<file path="config.mk">
export PLATFORM = sky130hd
export DESIGN_NAME = i2c_eeprom_byte_master_unit
export DESIGN_NICKNAME = d
export VERILOG_FILES = /design/src/rtl/core/iebm_pkg.sv /design/src/rtl/core/iebm_front.sv /design/src/rtl/core/iebm_seq.sv /design/src/rtl/core/i2c_eeprom_byte_master_unit.sv
export SDC_FILE = /design/constraint.sdc
export NUM_CORES = 1
export LEC_CHECK = 0
export ABC_CLOCK_PERIOD_IN_PS = 5100
export BUFFER_PORTS_ARGS = -buffer_cell sky130_fd_sc_hd__clkbuf_2
export CORE_UTILIZATION = 55
export CTS_CLUSTER_SIZE = 20
export DETAILED_ROUTE_END_ITERATION = 8
export PLACE_DENSITY = 0.77
export SYNTH_ARGS = -nofsm -noshare
export SYNTH_HDL_FRONTEND = slang
export SYNTH_HIERARCHICAL = 1
export SYNTH_SLANG_ARGS = --single-unit
</file>
<file path="constraint.sdc">
create_clock -name clk -period 5.1 [get_ports clk]
set_input_delay 1.02 -clock clk [delete_from_list [all_inputs] [get_ports clk]]
set_output_delay 1.02 -clock clk [all_outputs]
set_load 0.02 [all_outputs]
</file>
<file path="src/rtl/core/iebm_pkg.sv">
`timescale 1ns / 1ps
`default_nettype none
package iebm_pkg;

  // Configuration register indexes.
  localparam logic [1:0] CFG_DEVICE_ADDRESS    = 2'd0;
  localparam logic [1:0] CFG_ACK_TIMEOUT_TICKS = 2'd1;
  localparam logic [1:0] CFG_WRITE_CYCLE_TICKS = 2'd2;

  localparam logic [6:0]  DEVICE_ADDRESS_RESET    = 7'd80;
  localparam logic [7:0]  ACK_TIMEOUT_TICKS_RESET = 8'd250;
  localparam logic [15:0] WRITE_CYCLE_TICKS_RESET = 16'd10000;

  // Item kinds.
  localparam logic [1:0] KIND_TICK  = 2'd0;
  localparam logic [1:0] KIND_READ  = 2'd1;
  localparam logic [1:0] KIND_WRITE = 2'd2;

  // Tick on which a received bit is sampled in the SCL high phase.
  localparam logic [15:0] RX_SAMPLE_TICK = 16'd4;

  typedef enum logic [4:0] {
    STEP_IDLE   = 5'd0,
    STEP_STA_A  = 5'd1,
    STEP_STA_B  = 5'd2,
    STEP_TX_LO  = 5'd3,
    STEP_TX_HI  = 5'd4,
    STEP_TX_END = 5'd5,
    STEP_ACK_RL = 5'd6,
    STEP_ACK_HI = 5'd7,
    STEP_ACK_PL = 5'd8,
    STEP_RX_LO  = 5'd9,
    STEP_RX_HI  = 5'd10,
    STEP_NK_LO  = 5'd11,
    STEP_NK_HI  = 5'd12,
    STEP_STO_A  = 5'd13,
    STEP_STO_B  = 5'd14,
    STEP_STO_C  = 5'd15,
    STEP_WAIT   = 5'd16
  } step_t;

  // A classified input word as it travels from the front to the sequencer.
  typedef struct packed {
    logic       is_req;
    logic       req_write;
    logic [7:0] word_addr;
    logic [7:0] write_data;
    logic       sda_sample;
  } cmd_t;

  typedef struct packed {
    logic       scl_level;
    logic       sda_level;
    logic       sda_drive_enable;
    logic       busy_res;
    logic       done_res;
    logic [7:0] read_data;
    logic       ack_error;
    logic       request_ignored;
  } res_t;

  // Number of ticks each fixed-length bus phase lasts; ACK polling and the write wait are timed elsewhere.
  function automatic logic [2:0] phase_len(input step_t s);
    logic [2:0] n;
    unique case (s)
      STEP_ACK_RL: n = 3'd2;
      STEP_RX_HI:  n = 3'd6;
      STEP_IDLE, STEP_ACK_PL, STEP_WAIT: n = 3'd1;
      default:     n = 3'd4;
    endcase
    return n;
  endfunction

endpackage
`default_nettype wire

</file>
<file path="src/rtl/core/iebm_front.sv">
`timescale 1ns / 1ps
`default_nettype none
module iebm_front import iebm_pkg::*; (
  input  wire logic       clk,
  input  wire logic       rst,
  input  wire logic       push,
  output logic            full,
  input  wire logic [1:0] kind,
  input  wire logic [7:0] word_addr,
  input  wire logic [7:0] write_data,
  input  wire logic       sda_sample,
  output logic            cmd_valid,
  output cmd_t            cmd,
  input  wire logic       cmd_take
);

  cmd_t       queue [2];
  logic       wr_ptr;
  logic       rd_ptr;
  logic [1:0] count;
  logic       accept;
  cmd_t       decoded;

  assign full      = (count == 2'd2);
  assign accept    = push && !full;
  assign cmd_valid = (count != 2'd0);
  assign cmd       = queue[rd_ptr];

  // Kind three carries no request and is handled as a plain tick.
  always_comb begin
    decoded.is_req     = (kind == KIND_READ) || (kind == KIND_WRITE);
    decoded.req_write  = (kind == KIND_WRITE);
    decoded.word_addr  = word_addr;
    decoded.write_data = write_data;
    decoded.sda_sample = sda_sample;
  end

  always_ff @(posedge clk) begin
    if (accept) begin
      queue[wr_ptr] <= decoded;
    end
  end

  always_ff @(posedge clk) begin
    if (rst) begin
      wr_ptr <= 1'b0;
      rd_ptr <= 1'b0;
      count  <= 2'd0;
    end else begin
      if (accept) begin
        wr_ptr <= ~wr_ptr;
      end
      if (cmd_take) begin
        rd_ptr <= ~rd_ptr;
      end
      count <= count + {1'b0, accept} - {1'b0, cmd_take};
    end
  end

endmodule
`default_nettype wire

</file>
<file path="src/rtl/core/iebm_seq.sv">
`timescale 1ns / 1ps
`default_nettype none
module iebm_seq import iebm_pkg::*; (
  input  wire logic        clk,
  input  wire logic        rst,
  input  wire logic        cfg_write,
  input  wire logic [1:0]  cfg_index,
  input  wire logic [15:0] cfg_data,
  input  wire logic        cmd_valid,
  input  wire cmd_t        cmd,
  output logic             cmd_take,
  output logic             empty,
  input  wire logic        pop,
  output res_t             res
);

  logic [6:0]  device_address;
  logic [7:0]  ack_timeout_ticks;
  logic [15:0] write_cycle_ticks;

  step_t       step, step_next;
  logic [3:0]  bit_count, bit_count_next;
  logic [15:0] tick_count, tick_count_next;
  logic [7:0]  shift_byte, shift_byte_next;
  logic [7:0]  held_address, held_address_next;
  logic [7:0]  held_data, held_data_next;
  logic        is_write, is_write_next;
  logic [7:0]  last_read, last_read_next;
  logic        error_flag, error_flag_next;
  logic [1:0]  byte_pos, byte_pos_next;
  logic        done, ignored;

  res_t        out_queue [2];
  logic        out_wr_ptr;
  logic        out_rd_ptr;
  logic [1:0]  out_count;
  logic        out_pop;
  res_t        result;

  assign out_pop  = pop && !empty;
  assign empty    = (out_count == 2'd0);
  assign cmd_take = cmd_valid && ((out_count != 2'd2) || out_pop);
  assign res      = out_queue[out_rd_ptr];

  function automatic logic [7:0] tx_byte(input logic [1:0] pos, input logic wr,
                                         input logic [6:0] dev, input logic [7:0] addr,
                                         input logic [7:0] data);
    logic [7:0] b;
    if (pos == 2'd0) begin
      b = {dev, 1'b0};
    end else if (pos == 2'd1) begin
      b = addr;
    end else if (wr) begin
      b = data;
    end else begin
      b = {dev, 1'b1};
    end
    return b;
  endfunction

  always_ff @(posedge clk) begin
    if (rst) begin
      device_address    <= DEVICE_ADDRESS_RESET;
      ack_timeout_ticks <= ACK_TIMEOUT_TICKS_RESET;
      write_cycle_ticks <= WRITE_CYCLE_TICKS_RESET;
    end else if (cfg_write) begin
      case (cfg_index)
        CFG_DEVICE_ADDRESS:    device_address    <= cfg_data[6:0];
        CFG_ACK_TIMEOUT_TICKS: ack_timeout_ticks <= cfg_data[7:0];
        CFG_WRITE_CYCLE_TICKS: write_cycle_ticks <= cfg_data;
        default: ;
      endcase
    end
  end

  // Next state of the bus sequencer for the word at the head of the queue.
  always_comb begin
    logic [1:0]  pos1;
    logic [16:0] tick1;
    step_next         = step;
    bit_count_next    = bit_count;
    tick_count_next   = tick_count;
    shift_byte_next   = shift_byte;
    held_address_next = held_address;
    held_data_next    = held_data;
    is_write_next     = is_write;
    last_read_next    = last_read;
    error_flag_next   = error_flag;
    byte_pos_next     = byte_pos;
    done              = 1'b0;
    ignored           = 1'b0;
    pos1              = byte_pos + 2'd1;
    tick1             = {1'b0, tick_count} + 17'd1;

    if (cmd.is_req) begin
      if (step != STEP_IDLE) begin
        ignored = 1'b1;
      end else begin
        held_address_next = cmd.word_addr;
        held_data_next    = cmd.write_data;
        is_write_next     = cmd.req_write;
        error_flag_next   = 1'b0;
        byte_pos_next     = 2'd0;
        bit_count_next    = 4'd0;
        step_next         = STEP_STA_A;
        tick_count_next   = 16'd0;
      end
    end else if (step == STEP_IDLE) begin
      tick_count_next = 16'd0;
    end else if (step == STEP_ACK_PL) begin
      if (!cmd.sda_sample) begin
        // Acknowledge seen: move on to the next byte or phase of the transfer.
        byte_pos_next   = pos1;
        tick_count_next = 16'd0;
        if ((is_write && pos1 == 2'd3) || (!is_write && pos1 == 2'd2)) begin
          step_next = is_write ? STEP_STO_A : STEP_STA_A;
        end else if (is_write || pos1 == 2'd1) begin
          shift_byte_next = tx_byte(pos1, is_write, device_address, held_address,
                                    held_data);
          bit_count_next  = 4'd0;
          step_next       = STEP_TX_LO;
        end else begin
          shift_byte_next = 8'd0;
          bit_count_next  = 4'd0;
          step_next       = STEP_RX_LO;
        end
      end else begin
        tick_count_next = tick1[15:0];
        if (tick1 > {9'd0, ack_timeout_ticks}) begin
          error_flag_next = 1'b1;
          step_next       = STEP_STO_A;
          tick_count_next = 16'd0;
        end
      end
    end else if (step == STEP_WAIT) begin
      tick_count_next = tick1[15:0];
      if (tick1 >= {1'b0, write_cycle_ticks}) begin
        step_next       = STEP_IDLE;
        tick_count_next = 16'd0;
        done            = 1'b1;
      end
    end else begin
      tick_count_next = tick1[15:0];
      if (step == STEP_RX_HI && tick1[15:0] == RX_SAMPLE_TICK) begin
        shift_byte_next = {shift_byte[6:0], cmd.sda_sample};
      end
      if (tick1 >= {14'd0, phase_len(step)}) begin
        tick_count_next = 16'd0;
        unique case (step)
          STEP_STA_A: step_next = STEP_STA_B;
          STEP_STA_B: begin
            shift_byte_next = tx_byte(byte_pos, is_write, device_address,
                                      held_address, held_data);
            bit_count_next  = 4'd0;
            step_next       = STEP_TX_LO;
          end
          STEP_TX_LO: step_next = STEP_TX_HI;
          STEP_TX_HI: step_next = STEP_TX_END;
          STEP_TX_END: begin
            shift_byte_next = {shift_byte[6:0], 1'b0};
            bit_count_next  = bit_count + 4'd1;
            step_next       = (bit_count_next >= 4'd8) ? STEP_ACK_RL : STEP_TX_LO;
          end
          STEP_ACK_RL: step_next = STEP_ACK_HI;
          STEP_ACK_HI: step_next = STEP_ACK_PL;
          STEP_RX_LO:  step_next = STEP_RX_HI;
          STEP_RX_HI: begin
            bit_count_next = bit_count + 4'd1;
            step_next      = (bit_count_next >= 4'd8) ? STEP_NK_LO : STEP_RX_LO;
          end
          STEP_NK_LO: step_next = STEP_NK_HI;
          STEP_NK_HI: step_next = STEP_STO_A;
          STEP_STO_A: step_next = STEP_STO_B;
          STEP_STO_B: step_next = STEP_STO_C;
          default: begin
            if (!error_flag && is_write && write_cycle_ticks != 16'd0) begin
              step_next = STEP_WAIT;
            end else begin
              if (!error_flag && !is_write) begin
                last_read_next = shift_byte;
              end
              step_next = STEP_IDLE;
              done      = 1'b1;
            end
          end
        endcase
      end
    end
  end

  // Pin levels and status after this word.
  always_comb begin
    logic sda_bit;
    sda_bit = shift_byte_next[7];
    result.sda_level        = 1'b1;
    result.scl_level        = 1'b1;
    result.sda_drive_enable = 1'b1;
    unique case (step_next)
      STEP_STA_B, STEP_STO_B: result.sda_level = 1'b0;
      STEP_TX_LO, STEP_TX_END: begin
        result.scl_level = 1'b0;
        result.sda_level = sda_bit;
      end
      STEP_TX_HI: result.sda_level = sda_bit;
      STEP_ACK_RL, STEP_RX_LO: begin
        result.scl_level        = 1'b0;
        result.sda_drive_enable = 1'b0;
      end
      STEP_ACK_HI, STEP_ACK_PL, STEP_RX_HI: result.sda_drive_enable = 1'b0;
      STEP_NK_LO: result.scl_level = 1'b0;
      STEP_STO_A: begin
        result.scl_level = 1'b0;
        result.sda_level = 1'b0;
      end
      default: ;
    endcase
    result.busy_res        = (step_next != STEP_IDLE);
    result.done_res        = done;
    result.read_data       = last_read_next;
    result.ack_error       = error_flag_next;
    result.request_ignored = ignored;
  end

  always_ff @(posedge clk) begin
    if (rst) begin
      step         <= STEP_IDLE;
      bit_count    <= 4'd0;
      tick_count   <= 16'd0;
      shift_byte   <= 8'd0;
      held_address <= 8'd0;
      held_data    <= 8'd0;
      is_write     <= 1'b0;
      last_read    <= 8'd0;
      error_flag   <= 1'b0;
      byte_pos     <= 2'd0;
    end else if (cmd_take) begin
      step         <= step_next;
      bit_count    <= bit_count_next;
      tick_count   <= tick_count_next;
      shift_byte   <= shift_byte_next;
      held_address <= held_address_next;
      held_data    <= held_data_next;
      is_write     <= is_write_next;
      last_read    <= last_read_next;
      error_flag   <= error_flag_next;
      byte_pos     <= byte_pos_next;
    end
  end

  always_ff @(posedge clk) begin
    if (cmd_take) begin
      out_queue[out_wr_ptr] <= result;
    end
  end

  always_ff @(posedge clk) begin
    if (rst) begin
      out_wr_ptr <= 1'b0;
      out_rd_ptr <= 1'b0;
      out_count  <= 2'd0;
    end else begin
      if (cmd_take) begin
        out_wr_ptr <= ~out_wr_ptr;
      end
      if (out_pop) begin
        out_rd_ptr <= ~out_rd_ptr;
      end
      out_count <= out_count + {1'b0, cmd_take} - {1'b0, out_pop};
    end
  end

endmodule
`default_nettype wire

</file>
<file path="src/rtl/core/i2c_eeprom_byte_master_unit.sv">
// A word's result is registered: the sequencer takes each accepted word from the input
// queue and writes its result into the result queue. Throughput: one word per cycle, set
// by the sequencer updating its state once a cycle, while the result queue is not full
// or is popped. Both sides have two-entry queues, so push and pop stall independently.
// Reset (rst, synchronous, active high) empties both queues, returns the bus sequencer to
// idle, and restores the configuration registers to their defaults.
`timescale 1ns / 1ps
`default_nettype none
module i2c_eeprom_byte_master_unit import iebm_pkg::*; (
  input  wire logic        clk,
  input  wire logic        rst,
  input  wire logic        cfg_write,
  input  wire logic [1:0]  cfg_index,
  input  wire logic [15:0] cfg_data,
  input  wire logic        push,
  output logic             full,
  input  wire logic [1:0]  kind,
  input  wire logic [7:0]  word_addr,
  input  wire logic [7:0]  write_data,
  input  wire logic        sda_sample,
  output logic             empty,
  input  wire logic        pop,
  output logic             scl_level,
  output logic             sda_level,
  output logic             sda_drive_enable,
  output logic             busy_res,
  output logic             done_res,
  output logic [7:0]       read_data,
  output logic             ack_error,
  output logic             request_ignored
);

  logic cmd_valid;
  logic cmd_take;
  cmd_t cmd;
  res_t res;

  iebm_front u_front (
    .clk        (clk),
    .rst        (rst),
    .push       (push),
    .full       (full),
    .kind       (kind),
    .word_addr  (word_addr),
    .write_data (write_data),
    .sda_sample (sda_sample),
    .cmd_valid  (cmd_valid),
    .cmd        (cmd),
    .cmd_take   (cmd_take)
  );

  iebm_seq u_seq (
    .clk       (clk),
    .rst       (rst),
    .cfg_write (cfg_write),
    .cfg_index (cfg_index),
    .cfg_data  (cfg_data),
    .cmd_valid (cmd_valid),
    .cmd       (cmd),
    .cmd_take  (cmd_take),
    .empty     (empty),
    .pop       (pop),
    .res       (res)
  );

  assign scl_level        = res.scl_level;
  assign sda_level        = res.sda_level;
  assign sda_drive_enable = res.sda_drive_enable;
  assign busy_res         = res.busy_res;
  assign done_res         = res.done_res;
  assign read_data        = res.read_data;
  assign ack_error        = res.ack_error;
  assign request_ignored  = res.request_ignored;

endmodule
`default_nettype wire

</file>
==> metrics.md <==
| Metric | Value |
|---|---|
| Area grow syn2layout | 11.28% |
| IO Port Bufs | 58 |
| Least-Margin Pin Slew | 1.196 ns |
| Antenna fix cells | 0 |
| Largest family of logic cells by synthesized area | simple AND/OR/NAND/NOR gates |
| Worst Setup SP | u_seq/tick_count[1]$_SDFFE_PP0P_ |
| Status | finished, final reports clean |
| Ports | 59 |
| Clk_skew | 0.01080 ns |
| Via/cell ratio | 5.977 |
| Die area | 17,390 um^2 |
| Resized cells post-CTS | 0 |
| Simple-gate share of the synthesized area | 19.58% |
| Synthesized flop and latch total | 170 |
| GPL Wtd Cong | 0.8958 |
| Worst-Skew Late Latency | 0.44 ns |
| Die width | 131.9 um |
| Post-synth EDFFs | 68 |
| CP Capture Type | flip-flop |
| Core area | 16,520 um^2 |
| Worst VDD drop | 270.4 uV |
| Final cell count without fillers | 1,259 |
| Die height | 131.9 um |
| Top achievable clock speed | 0.2305 GHz |
| Unrepaired setup endpoints after global routing | no |
| Layout cells sized above 1 | 17.61% |
| First-pass GRT wire length | 34,930 um |
| DR WL/cell | 16.88 um |
| Vias in the first global route | 6,977 |
| Tmin final | 4.339 ns |
| Adder-Cell Fraction of Synth Area | 5.665% |
| Slew Viols, Final | 0 |
| Post-DP HPWL | 14,740 um |
| Most common cell after layout, fill and taps aside | nand2_1 |
| Post-synthesis sequential area ratio | 44.02% |
| Total grt overflow | 0 |
| DR DRC count | 0 |
| Synth Area in Compound Gates | 16.17% |
| CP Launch Type | flip-flop |
| Yosys cell types | 83 |
| Hold_buf cts | 0 |
| Leakage Power | 0.003914 uW |
| # clock sinks | 170 |
| Tcrit/Tclk final | 85.08% |
| Hold_ws | 0.4573 ns |
| Initial antenna violation count | 0 |
| Top FF cell, synth | dfxtp_1 |
| Syn Std Cell Area | 9276 um^2 |
| Routed wire length | 21,260 um |
| Via count | 7,525 |
| Fraction of registers with async set/reset | 0% |
| Synth warnings | 6 |
| Starting DRT DRC Count | 685 |
| Critical path class | reg2reg |
| Placed Cells | 1,227 |
| CP arrival | 4.70 ns |
| Bufs on Longest Clock Path | 2 |
| Most frequent cells in the layout | 139 x nand2_1, 102 x dfxtp_1, 81 x a21oi_1 |
| Final setup vio count | 0 |
| H-tree Lvls | 4 |
| # rows | 47 |
| Slew HR | 19.95% |
| Fillers | 1,382 |
| Area of the multi-input gates | 4740 um^2 |
| Net count, final | 1,110 |
| CTS tree | yes |
| Hold path start | u_seq/ack_timeout_ticks[2]$_SDFFE_PP0P_ |
| Initial Util | 56.14% |
| Post-synthesis mux area share | 7.594% |
| Antenna-violating nets left | 0 |
| Final Hold Viols | 0 |
| Reg clk slew, reported paths | 0.07 ns |
| # Max-Cap Violations | 0 |
| GRT Total Usage | 25.13% |
| Post-CTS setup buffers | 0 |
| Syn_area_per_cell | 9.342 um^2 |
| HP Class | reg2reg |
| Pwr dens | 499.4 nW/um^2 |
| Critical Path Fanout Max | 16 |
| Synth Area in XOR/XNOR | 2.077% |
| Final setup TNS | 0 ns |
| Cell count after synthesis | 993 |
| Root Buffer | clkbuf_16 |
| Largest net degree at the start of global routing | 77 |
| Worst Path Required | 5.46 ns |
| Synthesized net count | 1,077 |
| Area occupied by registers | 4084 um^2 |
| TritonRoute pass-1 iters | 6 |
| CTS Buf Count | 17 |
| FF-to-FF Start | u_seq/tick_count[1]$_SDFFE_PP0P_ |
## critical path, cell delays in order, from the launching register on
cell	delay, ns
dfxtp_1	0.47
ha_1	0.37
nand2_1	0.14
nor2_1	0.13
buf_4	0.15
and4_1	0.21
xor2_1	0.22
ha_1	0.28
a21o_1	0.16
a21oi_1	0.13
nor2b_1	0.06
o21ai_0	0.22
o211ai_1	0.17
a21oi_1	0.38
a21oi_1	0.14
nor2_2	0.56
buf_4	0.23
nand3_1	0.08
a31oi_1	0.17
## flip-flops by register name, indices dropped and copies added (netlist names), 4 cells and up, named ones only
signal                   cells
u_seq/shift_byte             8
u_seq/last_read              8
u_seq/held_address           8
u_seq/write_cycle_ticks     16
u_seq/bit_count              4
u_seq/held_data              8
u_seq/out_queue             30
u_seq/device_address         7
u_seq/tick_count            16
u_front/queue               38
u_seq/ack_timeout_ticks      8
u_seq/step                   5
## final timing paths
path / end / slack, ns / cells past startpoint
worst max-delay path: u_seq/tick_count[5]$_SDFFE_PP0P_ / 0.76 / 18
worst min-delay path: u_seq/ack_timeout_ticks[2]$_SDFFE_PP0P_ / 0.46 / 2
worst max register to register: u_seq/tick_count[5]$_SDFFE_PP0P_ / 0.76 / 18
worst min register to register: u_seq/ack_timeout_ticks[2]$_SDFFE_PP0P_ / 0.46 / 2
## through the flow
stage | setup WS [ns] | instance area, um^2 | utilization, % | power (uW)
2_1_floorplan | 1.269 | 9276 | - | 3278
3_3_place_gp | 0.9641 | 9692 | 58.65 | 3738
3_5_place_dp | 0.9027 | 9692 | 58.65 | 3773
4_1_cts | 0.8582 | 10320 | 62.47 | 5160
5_1_grt | 0.4163 | 10320 | 62.47 | 5435
6_report | 0.7610 | 10320 | 62.47 | 5155
## metal layers
metal / GRT usage, % / vias up / wire length [um]
met5: 0 / - / 0
met2: 40.15 / 253 / 9926
met1: 33.75 / 3576 / 9567
met3: 5.306 / 34 / 1351
li1: - / 3662 / -
met4: 8.850 / 0 / 412
## cells in the mapped netlist (all sizes together), types with 4 or more instances
| library cell | number | share of area, % |
|---|---|---|
| mux2i | 22 | 2.4 |
| or2 | 4 | 0.27 |
| nor3 | 16 | 0.98 |
| a211oi | 23 | 2.1 |
| nand3b | 11 | 0.89 |
| nand3 | 26 | 1.5 |
| nand2b | 14 | 0.97 |
| mux2 | 43 | 5.2 |
| a22oi | 8 | 0.80 |
| nand4 | 13 | 1.0 |
| nand2 | 140 | 5.7 |
| or3 | 8 | 0.54 |
| clkbuf | 39 | 1.6 |
| o31a | 10 | 0.94 |
| o31ai | 7 | 0.57 |
| o21ai | 24 | 1.3 |
| and2 | 8 | 0.54 |
| xnor2 | 14 | 1.3 |
| nor2b | 9 | 0.61 |
| a21oi | 81 | 4.4 |
| inv | 55 | 2.2 |
| ha | 42 | 5.7 |
| and3 | 8 | 0.73 |
| edfxtp | 68 | 22 |
| nor2 | 82 | 3.4 |
| o211ai | 4 | 0.32 |
| xor2 | 8 | 0.76 |
| a211o | 7 | 0.66 |
| a21o | 5 | 0.40 |
| buf | 17 | 1.0 |
| o32ai | 4 | 0.38 |
| nor4 | 12 | 1.1 |
| a31oi | 7 | 0.47 |
| o221a | 6 | 0.73 |
| dfxtp | 102 | 22 |
| and4 | 8 | 0.80 |
## cell type report
type	count	share of cell area, %
clock buffer	21	4.570
tap	220	2.667
inverter	56	2.036
timing repair buffer	70	3.709
multi-input combinational	711	45.92
clock inverter	11	1.539
sequential	170	39.56
## logic make-up (layout without fill, tap and decap cells)
family,after synthesis,after routing
xor gates and xnor gates,22,22
AOI/OAI and AO/OA,217,217
DFF,170,170
buffers and inverters,112,158
adders and majority gates,42,42
muxes,65,65
and+or+nand+nor,365,365
## report_power, final
group	switching, uW	internal (uW)	total, uW
registers	165	1700	1870
clock network	555	823	1380
logic	1210	702	1910
Power figures use the tool's default switching activity.
